### src/hdl/assert_macros.svh
// assertion macros used by the monitor rtl
`ifndef ASSERT_MACROS_SVH
`define ASSERT_MACROS_SVH

// clocked check, masked while reset is held
`define ECDM_ASSERT(lbl, clk, rstn, prop, msg) \
    lbl: assert property (@(posedge clk) disable iff (!(rstn)) (prop)) else $error(msg);

// clocked check, also active during reset
`define ECDM_ASSERT_ALWAYS(lbl, clk, prop, msg) \
    lbl: assert property (@(posedge clk) (prop)) else $error(msg);

`endif

### src/hdl/ecdm_pkg.sv
// package with widths, constants and shared types of the drowsiness monitor
package ecdm_pkg;

    localparam int HISTORY_DEPTH = 100;
    localparam int MAX_EYES      = 4;
    localparam int PCT_SCALE     = 100;

    localparam int THR_W     = 16;
    localparam int CNT_W     = 16;
    localparam int HOLD_W    = 8;
    localparam int SUM_W     = 18;
    localparam int VEC_W     = 3;
    localparam int LEVEL_W   = 7;
    localparam int EYE_W     = 4;
    localparam int CFG_IDX_W = 2;
    localparam int CFG_DAT_W = 16;

    localparam int IDX_W  = (HISTORY_DEPTH > 1) ? $clog2(HISTORY_DEPTH) : 1;
    localparam int FILL_W = $clog2(HISTORY_DEPTH + 1);
    localparam int NUM_W  = $clog2(PCT_SCALE * HISTORY_DEPTH + 1);
    localparam int STEP_W = $clog2(NUM_W + 1);
    localparam int PROD_W = THR_W + EYE_W;

    localparam logic [THR_W-1:0]  EAR_THRESHOLD_RST      = 16'd13107;
    localparam logic [CNT_W-1:0]  CONSECUTIVE_FRAMES_RST = 16'd15;
    localparam logic [HOLD_W-1:0] HOLDOFF_TICKS_RST      = 8'd3;

    localparam logic [CFG_IDX_W-1:0] REG_EAR_THRESHOLD      = 2'd0;
    localparam logic [CFG_IDX_W-1:0] REG_CONSECUTIVE_FRAMES = 2'd1;
    localparam logic [CFG_IDX_W-1:0] REG_HOLDOFF_TICKS      = 2'd2;

    localparam logic MODE_FRAME = 1'b0;
    localparam logic MODE_TICK  = 1'b1;

    typedef struct packed {
        logic              start;
        logic [NUM_W-1:0]  num;
        logic [FILL_W-1:0] den;
    } ecdm_div_req_t;

    typedef struct packed {
        logic             busy;
        logic [NUM_W-1:0] quo;
    } ecdm_div_rsp_t;

endpackage

### src/hdl/ecdm_hist_ram.sv
// generic single-write, single-read ram with registered read data
module ecdm_hist_ram #(
    parameter int DEPTH  = 100,
    parameter int WIDTH  = 1,
    parameter int ADDR_W = (DEPTH > 1) ? $clog2(DEPTH) : 1
) (
    input  logic              aclk,
    input  logic              we,
    input  logic [ADDR_W-1:0] waddr,
    input  logic [WIDTH-1:0]  wdata,
    input  logic              re,
    input  logic [ADDR_W-1:0] raddr,
    output logic [WIDTH-1:0]  rdata
);

    logic [WIDTH-1:0] mem [DEPTH];

    always_ff @(posedge aclk) begin
        if (we) begin
            mem[waddr] <= wdata;
        end
    end

    always_ff @(posedge aclk) begin
        if (re) begin
            rdata <= mem[raddr];
        end
    end

endmodule

### src/hdl/ecdm_div.sv
// restoring serial divider, one quotient bit per cycle
module ecdm_div
    import ecdm_pkg::*;
(
    input  logic          aclk,
    input  logic          aresetn,
    input  ecdm_div_req_t req,
    output ecdm_div_rsp_t rsp
);

    logic [STEP_W-1:0] step_reg, step_next;
    logic [NUM_W-1:0]  quo_reg, quo_next;
    logic [FILL_W-1:0] rem_reg, rem_next;
    logic [FILL_W-1:0] den_reg, den_next;
    logic [FILL_W:0]   trial;
    logic              ge;

    always_comb begin
        trial     = {rem_reg, quo_reg[NUM_W-1]};
        ge        = trial >= {1'b0, den_reg};
        step_next = step_reg;
        quo_next  = quo_reg;
        rem_next  = rem_reg;
        den_next  = den_reg;
        if (req.start) begin
            step_next = STEP_W'(NUM_W);
            quo_next  = req.num;
            rem_next  = '0;
            den_next  = req.den;
        end else if (step_reg != '0) begin
            // remainder stays below the divisor, so the low bits hold it
            rem_next  = ge ? FILL_W'(trial - {1'b0, den_reg}) : trial[FILL_W-1:0];
            quo_next  = {quo_reg[NUM_W-2:0], ge};
            step_next = step_reg - 1'b1;
        end
    end

    always_ff @(posedge aclk) begin
        if (!aresetn) begin
            step_reg <= '0;
        end else begin
            step_reg <= step_next;
        end
        quo_reg <= quo_next;
        rem_reg <= rem_next;
        den_reg <= den_next;
    end

    assign rsp.busy = step_reg != '0;
    assign rsp.quo  = quo_reg;

endmodule

### src/hdl/eye_closure_drowsiness_monitor_unit.sv
// top level of the eye closure drowsiness monitor
// frame request: accepted in idle, then read, update and divide states; done loads the result register
// tick request: accepted in idle, goes straight to done, which loads the result register and returns to idle
// frame time is set by the serial percentage divider, one quotient bit per cycle
// one request in flight; the output register lets a new request in while a result waits
// aresetn synchronous active low: counters, level and fill cleared, config to defaults
// history ram holds no reset; an entry read back is only used once the ring has been filled
module eye_closure_drowsiness_monitor_unit
    import ecdm_pkg::*;
(
    input  logic                 aclk,
    input  logic                 aresetn,
    // input requests
    input  logic                 s_valid,
    output logic                 s_ready,
    input  logic                 s_mode,
    input  logic                 s_face_present,
    input  logic                 s_eyes_detected,
    input  logic [VEC_W-1:0]     s_valid_eye_count,
    input  logic [SUM_W-1:0]     s_ratio_sum,
    // result requests
    output logic                 m_valid,
    input  logic                 m_ready,
    output logic                 m_eyes_closed,
    output logic                 m_drowsy_alarm,
    output logic [LEVEL_W-1:0]   m_drowsiness_level,
    // configuration writes
    input  logic                 cfg_we,
    input  logic [CFG_IDX_W-1:0] cfg_index,
    input  logic [CFG_DAT_W-1:0] cfg_wdata
);

    `include "assert_macros.svh"

    typedef enum logic [2:0] {
        ST_IDLE,
        ST_READ,
        ST_UPDATE,
        ST_DIV,
        ST_DONE
    } state_t;

    state_t state_reg, state_next;

    // configuration
    logic [THR_W-1:0]  ear_thr_reg, ear_thr_next;
    logic [CNT_W-1:0]  consec_reg, consec_next;
    logic [HOLD_W-1:0] holdoff_reg, holdoff_next;

    // captured request payload
    logic              face_reg, face_next;
    logic              eyes_reg, eyes_next;
    logic [VEC_W-1:0]  vcnt_reg, vcnt_next;
    logic [SUM_W-1:0]  sum_reg, sum_next;

    // monitor state
    logic [FILL_W-1:0]  fill_reg, fill_next;
    logic [IDX_W-1:0]   pos_reg, pos_next;
    logic [FILL_W-1:0]  total_reg, total_next;
    logic [CNT_W-1:0]   leaky_reg, leaky_next;
    logic [HOLD_W-1:0]  ticks_reg, ticks_next;
    logic [LEVEL_W-1:0] level_reg, level_next;

    // per-request results
    logic closed_reg, closed_next;
    logic alarm_reg, alarm_next;

    // output register
    logic               m_valid_reg, m_valid_next;
    logic               m_closed_reg, m_closed_next;
    logic               m_alarm_reg, m_alarm_next;
    logic [LEVEL_W-1:0] m_level_reg, m_level_next;

    // history ram and divider hookup
    logic          ram_re, ram_we, ram_rdata;
    ecdm_div_req_t div_req;
    ecdm_div_rsp_t div_rsp;

    // closed judgement helpers
    logic [EYE_W-1:0]  eyes_clamped;
    logic [PROD_W-1:0] thr_scaled;
    logic              judge;

    // ring update helpers
    logic              ring_full;
    logic [FILL_W-1:0] total_drop;
    logic [FILL_W-1:0] total_upd;
    logic [FILL_W-1:0] fill_upd;
    logic [CNT_W-1:0]  leaky_inc;

    ecdm_hist_ram #(
        .DEPTH (HISTORY_DEPTH),
        .WIDTH (1),
        .ADDR_W(IDX_W)
    ) u_hist_ram (
        .aclk (aclk),
        .we   (ram_we),
        .waddr(pos_reg),
        .wdata(closed_reg),
        .re   (ram_re),
        .raddr(pos_reg),
        .rdata(ram_rdata)
    );

    ecdm_div u_div (
        .aclk   (aclk),
        .aresetn(aresetn),
        .req    (div_req),
        .rsp    (div_rsp)
    );

    assign s_ready = state_reg == ST_IDLE;

    // closed rule: eyes missing follows face presence, else average below threshold over at least one valid eye
    always_comb begin
        eyes_clamped = (EYE_W'(vcnt_reg) > EYE_W'(MAX_EYES)) ? EYE_W'(MAX_EYES)
                                                            : EYE_W'(vcnt_reg);
        thr_scaled   = PROD_W'(ear_thr_reg) * PROD_W'(eyes_clamped);
        if (!eyes_reg) begin
            judge = face_reg;
        end else if (eyes_clamped == '0) begin
            judge = 1'b0;
        end else begin
            judge = PROD_W'(sum_reg) < thr_scaled;
        end
    end

    // ring bookkeeping, valid in the update state when the old entry is on ram_rdata
    always_comb begin
        ring_full  = fill_reg == FILL_W'(HISTORY_DEPTH);
        total_drop = (ring_full && ram_rdata && total_reg != '0) ? total_reg - 1'b1
                                                                  : total_reg;
        total_upd  = total_drop + FILL_W'(closed_reg);
        fill_upd   = ring_full ? fill_reg : fill_reg + 1'b1;
        leaky_inc  = (leaky_reg == '1) ? leaky_reg : leaky_reg + 1'b1;
    end

    always_comb begin
        state_next    = state_reg;
        ear_thr_next  = ear_thr_reg;
        consec_next   = consec_reg;
        holdoff_next  = holdoff_reg;
        face_next     = face_reg;
        eyes_next     = eyes_reg;
        vcnt_next     = vcnt_reg;
        sum_next      = sum_reg;
        fill_next     = fill_reg;
        pos_next      = pos_reg;
        total_next    = total_reg;
        leaky_next    = leaky_reg;
        ticks_next    = ticks_reg;
        level_next    = level_reg;
        closed_next   = closed_reg;
        alarm_next    = alarm_reg;
        m_valid_next  = m_valid_reg;
        m_closed_next = m_closed_reg;
        m_alarm_next  = m_alarm_reg;
        m_level_next  = m_level_reg;
        ram_re        = 1'b0;
        ram_we        = 1'b0;
        div_req.start = 1'b0;
        div_req.num   = NUM_W'(PCT_SCALE) * NUM_W'(total_upd);
        div_req.den   = fill_upd;

        // the user must issue config writes only while idle; the block itself does not enforce this
        if (cfg_we) begin
            case (cfg_index)
                REG_EAR_THRESHOLD:      ear_thr_next = cfg_wdata[THR_W-1:0];
                REG_CONSECUTIVE_FRAMES: consec_next  = cfg_wdata[CNT_W-1:0];
                REG_HOLDOFF_TICKS:      holdoff_next = cfg_wdata[HOLD_W-1:0];
                default: ;
            endcase
        end

        // result taken downstream
        if (m_valid_reg && m_ready) begin
            m_valid_next = 1'b0;
        end

        case (state_reg)
            ST_IDLE: begin
                if (s_valid) begin
                    face_next = s_face_present;
                    eyes_next = s_eyes_detected;
                    vcnt_next = s_valid_eye_count;
                    sum_next  = s_ratio_sum;
                    if (s_mode == MODE_TICK) begin
                        // tick only advances the saturating time base
                        if (ticks_reg != '1) begin
                            ticks_next = ticks_reg + 1'b1;
                        end
                        closed_next = 1'b0;
                        alarm_next  = 1'b0;
                        state_next  = ST_DONE;
                    end else begin
                        state_next = ST_READ;
                    end
                end
            end
            ST_READ: begin
                // fetch the slot about to be overwritten
                ram_re      = 1'b1;
                closed_next = judge;
                state_next  = ST_UPDATE;
            end
            ST_UPDATE: begin
                ram_we        = 1'b1;
                total_next    = total_upd;
                fill_next     = fill_upd;
                pos_next      = (pos_reg == IDX_W'(HISTORY_DEPTH - 1)) ? '0
                                                                      : pos_reg + 1'b1;
                div_req.start = 1'b1;
                alarm_next    = 1'b0;
                if (closed_reg) begin
                    leaky_next = leaky_inc;
                    if (leaky_inc >= consec_reg && ticks_reg >= holdoff_reg) begin
                        alarm_next = 1'b1;
                        ticks_next = '0;
                    end
                end else if (leaky_reg != '0) begin
                    leaky_next = leaky_reg - 1'b1;
                end
                state_next = ST_DIV;
            end
            ST_DIV: begin
                if (!div_rsp.busy) begin
                    level_next = div_rsp.quo[LEVEL_W-1:0];
                    state_next = ST_DONE;
                end
            end
            ST_DONE: begin
                // load once the output register is free or being drained
                if (!m_valid_reg || m_ready) begin
                    m_valid_next  = 1'b1;
                    m_closed_next = closed_reg;
                    m_alarm_next  = alarm_reg;
                    m_level_next  = level_reg;
                    state_next    = ST_IDLE;
                end
            end
            default: state_next = ST_IDLE;
        endcase
    end

    always_ff @(posedge aclk) begin
        if (!aresetn) begin
            state_reg   <= ST_IDLE;
            ear_thr_reg <= EAR_THRESHOLD_RST;
            consec_reg  <= CONSECUTIVE_FRAMES_RST;
            holdoff_reg <= HOLDOFF_TICKS_RST;
            fill_reg    <= '0;
            pos_reg     <= '0;
            total_reg   <= '0;
            leaky_reg   <= '0;
            ticks_reg   <= '0;
            level_reg   <= '0;
            m_valid_reg <= 1'b0;
        end else begin
            state_reg   <= state_next;
            ear_thr_reg <= ear_thr_next;
            consec_reg  <= consec_next;
            holdoff_reg <= holdoff_next;
            fill_reg    <= fill_next;
            pos_reg     <= pos_next;
            total_reg   <= total_next;
            leaky_reg   <= leaky_next;
            ticks_reg   <= ticks_next;
            level_reg   <= level_next;
            m_valid_reg <= m_valid_next;
        end
        // payload, no reset needed
        face_reg     <= face_next;
        eyes_reg     <= eyes_next;
        vcnt_reg     <= vcnt_next;
        sum_reg      <= sum_next;
        closed_reg   <= closed_next;
        alarm_reg    <= alarm_next;
        m_closed_reg <= m_closed_next;
        m_alarm_reg  <= m_alarm_next;
        m_level_reg  <= m_level_next;
    end

    assign m_valid            = m_valid_reg;
    assign m_eyes_closed      = m_closed_reg;
    assign m_drowsy_alarm     = m_alarm_reg;
    assign m_drowsiness_level = m_level_reg;

    // alarm is only raised on a closed frame
    `ECDM_ASSERT(a_alarm_needs_closed, aclk, aresetn, m_valid |-> (!m_drowsy_alarm || m_eyes_closed), "alarm without closed frame")
    // closed count can never exceed the frames held
    `ECDM_ASSERT(a_total_within_fill, aclk, aresetn, (total_reg <= fill_reg) && (fill_reg <= FILL_W'(HISTORY_DEPTH)), "history counts out of range")
    // an issued alarm restarts the holdoff count
    `ECDM_ASSERT(a_alarm_clears_ticks, aclk, aresetn, (state_reg == ST_UPDATE && alarm_next) |=> (ticks_reg == '0), "holdoff not restarted")
    // the divider is busy once the update state has started it
    `ECDM_ASSERT(a_div_started, aclk, aresetn, (state_reg == ST_UPDATE) |=> div_rsp.busy, "divider did not start")
    // level stays a percentage
    `ECDM_ASSERT(a_level_pct, aclk, aresetn, level_reg <= LEVEL_W'(PCT_SCALE), "level above full scale")

endmodule

### config.mk
export PLATFORM = sky130hd
export DESIGN_NAME = eye_closure_drowsiness_monitor_unit
export DESIGN_NICKNAME = d
export VERILOG_FILES = /design/src/hdl/ecdm_pkg.sv /design/src/hdl/ecdm_hist_ram.sv /design/src/hdl/ecdm_div.sv /design/src/hdl/eye_closure_drowsiness_monitor_unit.sv
export VERILOG_INCLUDE_DIRS = /design/src /design/src/hdl
export SDC_FILE = /design/constraint.sdc
export NUM_CORES = 1
export LEC_CHECK = 0
export ABC_CLOCK_PERIOD_IN_PS = 12850
export BUFFER_PORTS_ARGS = -buffer_cell sky130_fd_sc_hd__buf_2
export CAP_MARGIN = 20
export CORE_ASPECT_RATIO = 0.75
export CORE_MARGIN = 2
export CORE_UTILIZATION = 25
export CTS_CLUSTER_SIZE = 12
export DETAILED_ROUTE_END_ITERATION = 7
export PLACE_DENSITY = 0.41
export SETUP_SLACK_MARGIN = 0.2
export SYNTH_ARGS = -nofsm -noshare
export SYNTH_HDL_FRONTEND = slang
export SYNTH_SLANG_ARGS = --single-unit
### constraint.sdc
create_clock -name aclk -period 12.85 [get_ports aclk]
set_input_delay 0.6425 -clock aclk [delete_from_list [all_inputs] [get_ports aclk]]
set_output_delay 0.6425 -clock aclk [all_outputs]
set_load 0.05 [all_outputs]
== Word-level counts from Yosys, hierarchy flattened ==
Memory sizes are Yosys's and may differ from the RTL's. A register that Yosys moved wholly into a read port is not among the register bits.
Cells that the tools add are included.

* Equality and inequality tests: 17
* Reductions and logical operators: 28
* Magnitude comparators: 5
* Multiplexer cells: 38
* Add/subtract/negate cells: 9
* Multipliers: 2
* Bitwise logic cells: 2

{| class="wikitable"
|+ Operator list
! kind !! count
|-
| $mux 16 || 3
|-
| $mux 8 || 5
|-
| $mux 14 || 2
|-
| $mux 7 || 4
|-
| $lt 18x19->1 || 1
|-
| $mul 16x3->19 || 1
|-
| $add 16x1->16 const B || 1
|-
| $eq 16x16->1 const B || 1
|-
| $ge 16x16->1 || 1
|-
| $pmux 8 s2 || 1
|-
| $reduce_bool 16->1 || 1
|-
| $sub 16x1->16 const B || 1
|-
| $mux 3 || 5
|-
| $pmux 3 s5 || 1
|-
| $add 7x1->7 const B || 2
|-
| $eq 7x7->1 const B || 2
|-
| $reduce_and 2->1 || 7
|-
| $mux 1 || 13
|-
| $mul 5x7->12 const A || 1
|-
| $ne 2x2->1 const B || 5
|-
| $reduce_and 3->1 || 3
|-
| $add 8x1->8 const B || 1
|-
| $ge 8x7->1 || 1
|-
| $ge 8x8->1 || 1
|-
| 26 further kinds || 37
|}

* Input bits: 47
* Output and inout port bits: 11
* Memories: 1
* Flip-flop bits (word level): 162
* Word-level logic and storage cells: 128
* Bits in writable memories: 100

{| class="wikitable"
|+ Memories
! memory !! words !! width !! rd ports !! clocked after Yosys merged registers in !! write ports !! line !! source
|-
| u_hist_ram.mem || 100 || 1 || 1 || 1 || 1 || ecdm_hist_ram.sv:16 || <nowiki>logic [WIDTH-1:0] mem [DEPTH];</nowiki>
|}

== Depth between registers and ports, before layout ==
Gate-level depths: netlist (run 1).

* Word-level depth: 7
* Depth in mapped cells: 22
* Gate-level depth less buffers: 22

== Hierarchy ==
A second synthesis (run 1) with hierarchy kept.

* Cells, all modules: 1555
* Area total of the unflattened synthesis: 15334.7 µm²

{| class="wikitable"
|+ Modules (own cells, without submodules)
! module !! seq. area each (µm²) !! area each (µm²) !! cells an instance !! instances
|-
| eye_closure_drowsiness_monitor_unit || 2942.8 || 9107.5 || 1080 || 1
|-
| ecdm_hist_ram || 3032.9 || 4564.4 || 333 || 1
|-
| ecdm_div || 850.8 || 1662.8 || 142 || 1
|}

== Worst setup path before layout (run 1) ==
No wires, ideal clock.

* Path type: reg-to-reg
* From: register closed_reg
* To: register u_div.quo_reg[13] (data pin)
* Setup time: 0.268 ns
* Data arrival time: 4.846 ns
* Setup slack: 7.736 ns
* Stages on the path, launching flop included: 18
* Cell sequence: edfxtp_1 > ha_1 > ha_1 > nand3_1 > a31o_2 > o31a_1 > o21bai_1 > xor2_1 > inv_1 > fa_1 > inv_1 > ha_1 > a21oi_1 > o21bai_1 > a211o_1 > a31oi_1 > xor2_1 > o21ai_0

* Cells in the longest elaborated chain, start to end: 3

{| class="wikitable"
|+ Ends and longest elaborated chain
! item !! line !! source
|-
| from (decl) || eye_closure_drowsiness_monitor_unit.sv:65 || <nowiki>logic closed_reg, closed_next;</nowiki>
|-
| from (signal assigned) || eye_closure_drowsiness_monitor_unit.sv:276 || <nowiki>closed_reg <= closed_next;</nowiki>
|-
| $add 7x1->7 || eye_closure_drowsiness_monitor_unit.sv:133 || <nowiki>total_upd = total_drop + FILL_W'(closed_reg);</nowiki>
|-
| named net total_upd[6] || eye_closure_drowsiness_monitor_unit.sv:87 || <nowiki>logic [FILL_W-1:0] total_upd;</nowiki>
|-
| $mul 5x7->12 || eye_closure_drowsiness_monitor_unit.sv:162 || <nowiki>div_req.num = NUM_W'(PCT_SCALE) * NUM_W'(total_upd);</nowiki>
|-
| $mux 14 || ecdm_div.sv:25 || <nowiki>if (req.start) begin</nowiki>
|-
| named net u_div.quo_next[13] || ecdm_div.sv:12 || <nowiki>logic [NUM_W-1:0] quo_reg, quo_next;</nowiki>
|-
| to (signal assigned) || ecdm_div.sv:44 || <nowiki>quo_reg <= quo_next;</nowiki>
|-
| to (decl) || ecdm_div.sv:12 ||
|}

The timed path passes the listed nets, and every way through them passes these cells.
A chain may end at the register's enable or synchronous reset.

== Worst setup path after layout (run 1) ==
* From: register vcnt_reg[2]
* To: register closed_reg (data pin)

* Cells in the longest elaborated chain, start to end: 7

{| class="wikitable"
|+ Ends and longest elaborated chain
! item !! line !! source
|-
| from (decl) || eye_closure_drowsiness_monitor_unit.sv:53 || <nowiki>logic [VEC_W-1:0] vcnt_reg, vcnt_next;</nowiki>
|-
| from (signal assigned) || eye_closure_drowsiness_monitor_unit.sv:274 || <nowiki>vcnt_reg <= vcnt_next;</nowiki>
|-
| $gt 3x3->1 || eye_closure_drowsiness_monitor_unit.sv:116 || <nowiki>eyes_clamped = (EYE_W'(vcnt_reg) > EYE_W'(MAX_EYES)) ? EYE_W'(MAX_EYES)</nowiki>
|-
| $mux 3 (*) || eye_closure_drowsiness_monitor_unit.sv:116 ||
|-
| $mul 16x3->19 || eye_closure_drowsiness_monitor_unit.sv:118 || <nowiki>thr_scaled = PROD_W'(ear_thr_reg) * PROD_W'(eyes_clamped);</nowiki>
|-
| $lt 18x19->1 || eye_closure_drowsiness_monitor_unit.sv:124 || <nowiki>judge = PROD_W'(sum_reg) < thr_scaled;</nowiki>
|-
| $mux 1 (*) || eye_closure_drowsiness_monitor_unit.sv:121 || <nowiki>end else if (eyes_clamped == '0) begin</nowiki>
|-
| $mux 1 (*) || eye_closure_drowsiness_monitor_unit.sv:119 || <nowiki>if (!eyes_reg) begin</nowiki>
|-
| $pmux 1 s2 (*) || eye_closure_drowsiness_monitor_unit.sv:180 || <nowiki>case (state_reg)</nowiki>
|}

Mark *: on every way between the ends. The rest lies on a longest branch, timed or not.

==> flow_summary.json, run 1 <==
{
  "status": "completed",
  "power.leakage_uw": 0.00653,
  "slew_violations": 0,
  "io_buffer_count": 57,
  "die_area_um2": 62100,
  "clock-sinks": 263,
  "drt_iter0_drc": 626,
  "ir_worst_vdd_v": 0.0000996,
  "die_w_um": 287,
  "max_slew_margin_pct": 30.3,
  "cts-buffers-inserted": 31,
  "antenna_found_initial": 6,
  "yosysUniqueCellTypes": 76,
  "period_share_pct": 43.8,
  "clk_latency_ps": 580,
  "core_um2": 59200,
  "finClkSkew_ps": 15.1,
  "timing.final.crit_period_ps": 5620,
  "gp_congestion": 0.787,
  "synthToLayoutAreaGrowth_pct": 14.3,
  "yosysSeqAreaShare_pct": 45.3,
  "rsz0062_at_grt": "no",
  "grt_remaining_overflow": 0,
  "cts_root_buffer": "clkbuf_16",
  "hpwl_um": 26800,
  "synth_top_area_share_pct": 30.8,
  "hold_violations": 0,
  "tns_ps": 0,
  "yosys.area.top_type": "edfxtp_1",
  "htree_levels": 1,
  "die_y_um": 216,
  "clock_path_buffers": 3,
  "multiInputGateArea_um2": 7530,
  "synth_fp_nets": 1744,
  "drive_above_1_share_pct": 10.6,
  "tightestPinTransition_ps": 1040,
  "hold_buffers": 0,
  "yosysMostFrequentCell": "nand2_1",
  "power_density_nw_per_um2": 145,
  "crit_required_ps": 13270,
  "drc": 0,
  "synth_common_cells": "nand2_1, nor2_1, edfxtp_1, dfxtp_1, a21oi_1",
  "fmax_ghz": 0.178,
  "cp_max_fo": 19,
  "wirelength_um": 39200,
  "dp.cells": 2355,
  "postCtsSetupBuffers": 0,
  "largest_reg_flops": 100,
  "cts_tree": "yes",
  "grt_pass1_vias": 11100,
  "end_kind": "register",
  "ys.flop_type": "edfxtp_1",
  "rows": 77,
  "hold_class": "input port to register",
  "routed_via_density": 4.71,
  "avgSynthCellArea_um2": 9.53,
  "grt_max_degree": 101,
  "synthTopCellsByArea": "edfxtp_1, dfxtp_1, ha_1, nand2_1, nor2_1",
  "async_flop_share_pct": 0,
  "clk_pin_slew_worst_paths_ps": 70,
  "grt_usage_pct": 12.5,
  "grt_pass1_wl_um": 62700,
  "cts_resized": 0,
  "arrival_ps": 6050,
  "syn-instance-count": 1577,
  "vias": 11400,
  "post_drt_wl_per_cell_um": 16.2,
  "start_util_pct": 25.4,
  "n_fill_cell": 6250,
  "syn_area_um2": 15000,
  "synth_seq_cells": 263,
  "layout.nets": 1768,
  "critPathKind": "register to register",
  "instances_no_fill": 2420,
  "register_area_um2": 6810,
  "ant_nets": 0,
  "synth_edf_count": 154,
  "ys_warn_count": 0,
  "setup_violations": 0,
  "firstDrtPassIters": 5,
  "drv_cap": 0,
  "start_kind": "register",
  "rrSetupSlack_ps": 7230,
  "ios": 58
}
metal layers:
layer	part of all wire, %	global-route usage (%)	wire length, um	vias up
met5	0	0	0	-
met4	1.9	3.07	760	0
met3	3.9	1.96	1550	48
met2	41	18.4	16300	208
met1	53	19.0	20600	5490
li1	-	-	-	5659
logic make-up (layout without fill, tap and decap cells):
logic type,after synthesis,count (layout),synth area share (%)
buffers and inverters,183,232,4.74
multiplexers,56,56,4.31
XOR/XNOR,54,54,3.15
other,0,4,0
AO/OA/AOI/OAI,321,321,13.8
adder cells (fa/ha/maj),120,120,10.9
AND/OR/NAND/NOR,580,580,17.8
flip-flops,263,263,45.3
per-stage QoR:
step	cell area [um2]	hold WS (ps)	util (%)	setup slack (ps)	power (uW)
6_report	17200	233	29.0	7230	2500
4_1_cts	17100	192	29.0	6750	2540
2_1_floorplan	15000	400	-	7740	1440
3_3_place_gp	16100	426	27.2	6960	1610
5_1_grt	17200	200	29.0	6660	2650
3_5_place_dp	16100	431	27.2	6780	1610
cell type report:
cell class / count / area share (%)
Sequential cell: 263 / 39.6
Timing Repair Buffer: 74 / 2.43
Inverter: 100 / 2.19
Antenna cell: 4 / 0.0583
Multi-Input combinational cell: 1131 / 43.8
Tap cell: 790 / 5.76
Clock buffer: 41 / 5.09
Clock inverter: 17 / 0.998
power by group:
part	leakage [uW]	internal, uW	total [uW]	switching (uW)
registers	0.00230	990	1040	53.4
clock network	0.000520	538	909	372
logic	0.00371	201	546	345
worst max-delay path, stage by stage, from the launching register on:
cell,delay [ps]
edfxtp_1,660
nor2b_1,290
buf_4,250
and2_1,160
fa_1,420
ha_1,240
fa_1,400
a21o_1,170
a21oi_1,290
o21ai_0,130
nand2_1,160
o21ai_0,220
mux2i_1,160
a2111oi_0,490
ha_1,340
a2111oi_0,540
a21oi_1,130
o221ai_1,210
nand2_1,80
o211ai_1,110
final timing paths:
check                  from                     to  cells past startpoint
min          s_ratio_sum[1]             sum_reg[1]                      1
max             vcnt_reg[2]             closed_reg                     19
min reg2reg    level_reg[5]  m_drowsiness_level[5]                      0
max reg2reg     vcnt_reg[2]             closed_reg                     19
cells in the final DEF, fill, tap and decap left out, types with 18 or more instances in the layout:
master / Yosys / layout
buf_2: 14 / 57
mux2_2: 20 / 20
mux2i_1: 31 / 31
ha_1: 102 / 102
nand3_1: 50 / 50
xor2_1: 18 / 18
a21o_1: 21 / 21
nor2b_1: 20 / 20
fa_1: 18 / 18
edfxtp_1: 154 / 154
nand2_1: 210 / 209
xnor2_1: 36 / 36
clkbuf_16: 0 / 32
inv_1: 99 / 98
a21oi_1: 103 / 103
dfxtp_1: 109 / 108
o21ai_0: 67 / 67
nor2_1: 174 / 174
No activity file was read; power rests on OpenSTA's default activity.
==> inputs of run 2 (changes only) <==
--- a/config.mk
+++ b/config.mk
@@ -6,7 +6,7 @@
 export SDC_FILE = /design/constraint.sdc
 export NUM_CORES = 1
 export LEC_CHECK = 0
-export ABC_CLOCK_PERIOD_IN_PS = 12850
+export ABC_CLOCK_PERIOD_IN_PS = 4550
 export BUFFER_PORTS_ARGS = -buffer_cell sky130_fd_sc_hd__buf_2
 export CAP_MARGIN = 20
 export CORE_ASPECT_RATIO = 0.75
@@ -14,7 +14,7 @@
 export CORE_UTILIZATION = 25
 export CTS_CLUSTER_SIZE = 12
 export DETAILED_ROUTE_END_ITERATION = 7
-export PLACE_DENSITY = 0.41
+export PLACE_DENSITY = 0.42
 export SETUP_SLACK_MARGIN = 0.2
 export SYNTH_ARGS = -nofsm -noshare
 export SYNTH_HDL_FRONTEND = slang
==> constraint.sdc (replaced) <==
create_clock -name aclk -period 4.55 [get_ports aclk]
set_input_delay 0.2275 -clock aclk [delete_from_list [all_inputs] [get_ports aclk]]
set_output_delay 0.2275 -clock aclk [all_outputs]
set_load 0.05 [all_outputs]
==> run 2 against run 1 <==
Against the previous run:
- sequential power grew to 2.8 times the previous value
- global-route usage is 0.064 points higher
- die area stayed put
- setup slack worse by 7300 ps
- register-to-register slack worse by 7300 ps
- critical endpoint is now u_div.quo_reg[13]
- largest power group unchanged
- utilization is 2.1 points higher
- combinational power grew to 3.1 times the previous value
- the run now ends with setup timing left
- largest cell class unchanged
- count of clock-buffer cells in the layout is 6 higher
- total power grew to 2.9 times the previous value
==> flow_summary.json, run 2 (synthesized netlist as in run 1, its figures left out) <==
{
  "status": "complete, but fails checks",
  "final_cell_mix": "nand2_1, nor2_1, edfxtp_1",
  "routed_via_density": 4.65,
  "mostFrequentLayoutCell": "nand2_1",
  "wl_met1_um": 20600,
  "end_kind": "register",
  "crit_required_ps": 4860,
  "core_um2": 59200,
  "power_density_nw_per_um2": 388,
  "antenna_found_initial": 0,
  "setup_violations": 1,
  "largest_reg_flops": 100,
  "io_buffer_count": 57,
  "die_y_um": 216,
  "hold_class": "input port to register",
  "firstDrtPassIters": 6,
  "grt_usage_pct": 12.6,
  "power.leakage_uw": 0.00706,
  "slew_violations": 0,
  "hpwl_um": 27200,
  "cts_tree": "yes",
  "cts_root_buffer": "clkbuf_16",
  "start_kind": "register",
  "htree_levels": 1,
  "setup_ws_ps": -60.4,
  "die_area_um2": 62100,
  "die_w_um": 287,
  "hold_violations": 0,
  "tightestPinTransition_ps": 1080,
  "dr_wl_met2_um": 16700,
  "n_antenna_cell": 0,
  "wl_met3_um": 1430,
  "ant_nets": 0,
  "grt_max_degree": 126,
  "rows": 77,
  "timing.final.crit_period_ps": 4610,
  "synthToLayoutAreaGrowth_pct": 22.4,
  "max_slew_margin_pct": 27.0,
  "finClkSkew_ps": 20.3,
  "fmax_ghz": 0.217,
  "grt_remaining_overflow": 0,
  "grt_pass1_wl_um": 63300,
  "start_util_pct": 25.4,
  "ir_worst_vdd_v": 0.000278,
  "drt_iter0_drc": 792,
  "n_fill_cell": 6217,
  "ios": 58,
  "rsz0062_at_grt": "yes",
  "drc": 0,
  "clk_latency_ps": 580,
  "critPathKind": "register to register",
  "layout.nets": 1872,
  "place_ws_ps": -245,
  "period_share_pct": 101,
  "post_drt_wl_per_cell_um": 15.6,
  "cts-buffers-inserted": 31,
  "clock-sinks": 263,
  "clk_pin_slew_worst_paths_ps": 60,
  "violations": "setup timing",
  "drive_above_1_share_pct": 16.0,
  "grt_pass1_vias": 11400,
  "arrival_ps": 4920,
  "top_layer": "met4",
  "wirelength_um": 39400,
  "cp_max_fo": 3,
  "clock_path_buffers": 3,
  "gp_congestion": 0.802,
  "tns_ps": -60.4,
  "drv_cap": 0,
  "vias": 11700
}
[run 2: path summary, 6_finish.rpt]
check	startpoint	end	slack, ps	cells past startpoint
worst min-delay path	s_mode	state_reg[0]	40	4
worst max-delay path	total_reg[2]	u_div.quo_reg[13]	-60	20
worst min register to register	level_reg[6]	m_drowsiness_level[6]	430	0
worst max register to register	total_reg[2]	u_div.quo_reg[13]	-60	20
[run 2: metrics by stage]
stage | total power (uW) | utilization (%) | instances | cell area, um2 | hold slack (ps)
CTS | 7210 | 30.9 | 2516 | 18300 | 2.75
floorplan | 4080 | - | 1577 | 15100 | 326
global placement | 4570 | 28.1 | 2416 | 16600 | 403
detailed placement | 4590 | 28.1 | 2416 | 16600 | 406
finish | 7130 | 31.1 | 2519 | 18400 | 37.4
global route | 7560 | 31.1 | 2519 | 18400 | 101
[run 2: power breakdown]
group	total, uW	internal [uW]	switching (uW)
Combinational	1670	662	1010
Sequential	2950	2790	153
Clock	2520	1500	1010
Total	7130	4960	2170
[run 2: final cells by class]
type	instances	area, um2	area share [%]
Clock inverter	10	106	0.578
Clock buffer	47	922	5.02
Timing Repair Buffer	178	1370	7.44
Sequential cell	263	6810	37.0
Multi-Input combinational cell	1131	7820	42.5
Tap cell	790	988	5.38
Inverter	100	375	2.04
[run 2: repair_timing]
item	CTS	global route
resized for setup	43	10
endpoints found under the hold margin	64	0
setup endpoints to repair	5	5
cloned	0	0
hold buffers	40	0
buffers inserted	3	1
pin swaps	22	7
[run 2: worst max-delay path: stages, from the launching register on]
cell       delay [ps]
dfxtp_2           320
or4_4             550
o2111ai_4         250
buf_6             140
xnor2_2            90
ha_2              220
ha_4              160
nand3_2            70
a31o_2            210
o31a_1            140
o21bai_1          180
xor2_1            150
buf_4             150
ha_1              310
ha_4              230
ha_4              270
ha_4              190
or2_2             290
a31oi_2           190
xor2_1            160
o21ai_1            60
[run 2: routing by layer]
metal  global-route usage [%]  up-vias
met1                     19.1     5615
li1                         -     5879
met5                        0        -
met4                     2.53        0
met2                     18.9      177
met3                     1.82       43
==> inputs of run 3 (changes only) <==
--- a/config.mk
+++ b/config.mk
@@ -18,4 +18,5 @@
 export SETUP_SLACK_MARGIN = 0.2
 export SYNTH_ARGS = -nofsm -noshare
 export SYNTH_HDL_FRONTEND = slang
+export SYNTH_HIERARCHICAL = 1
 export SYNTH_SLANG_ARGS = --single-unit
==> run 3 against run 2 <==
Against the previous run:
- the flow still finishes with violations (setup timing)
- fmax down 0.99%
- setup slack got worse by 46 ps
- combinational power is 16% lower
- highest routed layer unchanged
- hold slack gained 8.0 ps
- register-to-register slack lost 50 ps
- utilization fell by 0.098 points
==> flow_summary.json, run 3 <==
{
  "status": "complete, but fails checks",
  "violations": "setup timing",
  "layout.nets": 1867,
  "drc": 0,
  "synthAdderAreaFrac_pct": 10.6,
  "hold_violations": 0,
  "io_buffer_count": 57,
  "ys_warn_count": 6,
  "synth_xor_area_share_pct": 3.71,
  "ys.flop_type": "edfxtp_1",
  "antenna_found_initial": 1,
  "critPathKind": "register to register",
  "max_slew_margin_pct": 35.3,
  "placed_area_um2": 16900,
  "syn_area_um2": 15300,
  "vias": 11900,
  "n_antenna_cell": 0,
  "cp-startpoint": "total_reg[4]",
  "rrSetupSlack_ps": -110,
  "clock-sinks": 263,
  "yosysMostFrequentCell": "nor2_1",
  "cts_root_buffer": "clkbuf_16",
  "wirelength_um": 41800,
  "cts-buffers-inserted": 31,
  "grt_pass1_vias": 11500,
  "die_w_um": 290,
  "routed_via_density": 4.70,
  "cp_max_fo": 3,
  "yosys.area.top_type": "edfxtp_1",
  "core_um2": 60600,
  "finalPower_uw": 6630,
  "yosysUniqueCellTypes": 92,
  "largest_reg_flops": 100,
  "ant_nets": 0,
  "yosys-mux-area-fraction_pct": 6.86,
  "crit_end": "u_div/quo_reg[13]",
  "setup_violations": 1,
  "grt_pass1_wl_um": 66200,
  "synth_top_area_share_pct": 30.5,
  "power_density_nw_per_um2": 353,
  "yosys.area_share.simple_pct": 18.6,
  "yosysSeqAreaShare_pct": 44.5,
  "post_drt_wl_per_cell_um": 16.6,
  "firstDrtPassIters": 8,
  "clock_path_buffers": 3,
  "n_fill_cell": 6290,
  "rr_worst_depth": 19,
  "final_cell_area_um2": 18800,
  "syn-instance-count": 1555,
  "final_cell_mix": "nor2_1, nand2_1, edfxtp_1",
  "synth-compound-area-share_pct": 11.5,
  "async_flop_share_pct": 0,
  "synthTopCellsByArea": "edfxtp_1, dfxtp_1, ha_1, nor2_1, nand2_1",
  "synthToLayoutAreaGrowth_pct": 22.5,
  "synth_edf_count": 156,
  "drive_above_1_share_pct": 18.1,
  "tightestPinTransition_ps": 963,
  "clk_latency_ps": 580,
  "finClkSkew_ps": 20.7,
  "synth_seq_cells": 263,
  "dp.cells": 2416,
  "period_share_pct": 102,
  "rsz0062_at_grt": "yes",
  "tns_ps": -106,
  "start_kind": "register",
  "worstReg2RegEnd": "u_div/quo_reg[13]",
  "ios": 58,
  "cts_tree": "yes",
  "drt_iter0_drc": 938,
  "start_util_pct": 25.3,
  "gp_congestion": 0.815,
  "grt_remaining_overflow": 0,
  "mostFrequentLayoutCell": "nor2_1",
  "ir_worst_vdd_v": 0.000301,
  "synth_top_family_by_area": "simple AND/OR/NAND/NOR gates",
  "hpwl_um": 28900,
  "slew_violations": 0,
  "avgSynthCellArea_um2": 9.86,
  "drv_cap": 0,
  "holdWs_ps": 45.4,
  "instances_no_fill": 2526,
  "grt_usage_pct": 13.1,
  "timing.final.crit_period_ps": 4660,
  "die_y_um": 218,
  "end_kind": "register",
  "die_area_um2": 63400,
  "htree_levels": 1,
  "fmax_ghz": 0.215,
  "hold_class": "input port to register",
  "rows": 78,
  "setup_ws_ps": -106,
  "clk_pin_slew_worst_paths_ps": 60,
  "r2r-start": "total_reg[4]",
  "grt_max_degree": 106,
  "arrival_ps": 4980,
  "power.leakage_uw": 0.00702,
  "synth_common_cells": "nor2_1, nand2_1, edfxtp_1, dfxtp_1, ha_1",
  "crit_required_ps": 4870
}
==> run 3: cell count changes in the layout (fill, tap and decap cells not counted), moves of 13 or more <==
cell,change
nand2_1,-22
mux4_2,+13
nor3_1,+18
o21ai_0,-22
inv_1,-13
nor2_1,+15
==> run 3: final cells by class <==
cell class / count / area, um2 / area share, %
inverter: 87 / 329 / 1.75
timing repair buffer: 181 / 1350 / 7.20
sequential: 263 / 6830 / 36.4
clock inverter: 16 / 123 / 0.653
tap: 800 / 1000 / 5.33
multi-input combinational: 1137 / 8300 / 44.2
clock buffer: 42 / 847 / 4.51
==> run 3: repair_timing <==
| action | 4_1_cts | 5_1_grt |
|---|---|---|
| hold buffers | 39 | 0 |
| pin swaps | 7 | 48 |
| cloned | 0 | 0 |
| hold endpoints to repair | 63 | 0 |
| setup endpoints to repair | 5 | 6 |
| gates resized for setup | 17 | 59 |
| buffers inserted | 3 | 9 |
==> run 3: kinds of logic (layout without fill, tap and decap cells) <==
kind of cell,after synthesis,in the layout
compound gates,271,271
xor+xnor,65,65
fa+ha+maj,119,119
buf+inv,156,326
flops,263,263
mux,78,78
other cells,1,2
simple gates,602,602
==> run 3: how the worst min path moves through the flow <==
stage	startpoint	end	slack [ps]	depth (start not counted)
floorplan	s_eyes_detected	eyes_reg	330	0
global placement	s_valid_eye_count[0]	vcnt_reg[0]	400	1
detailed placement	s_ratio_sum[14]	sum_reg[14]	410	1
CTS	s_valid	state_reg[0]	5	3
global route	m_ready	m_valid	60	4
finish	s_valid	state_reg[0]	50	3
==> run 3: where the power goes <==
part | internal (uW) | switching [uW] | total (uW)
Clock | 1360 | 1030 | 2390
Sequential | 2710 | 115 | 2830
Combinational | 590 | 823 | 1410
Total | 4670 | 1960 | 6630
==> run 3: routing by layer <==
metal  part of all wire, %  routed length, um  track usage, %
met3                   3.7               1540            2.14
met5                     0                  0               0
met1                    54              22700            20.5
met4                   1.7                715            2.53
met2                    40              16900            18.5
==> run 3: critical path, stage by stage, from the launching register on <==
cell	delay, ps
dfxtp_2	320
or4_4	550
nor3b_4	210
nor2_2	70
xnor2_1	160
ha_2	250
o2111ai_2	160
xor2_2	190
ha_1	310
ha_1	290
inv_2	40
fa_1	490
inv_2	50
ha_4	220
a21oi_2	130
nor2b_1	60
o21a_1	200
o41ai_2	330
xnor2_1	120
mux2_2	260
==> run 3: stage by stage <==
stage / utilization, % / setup WS (ps)
finish: 31.0 / -106
global placement: 27.9 / -89.5
detailed placement: 27.9 / -146
global route: 31.0 / -311
CTS: 30.3 / -96.4
floorplan: - / -355
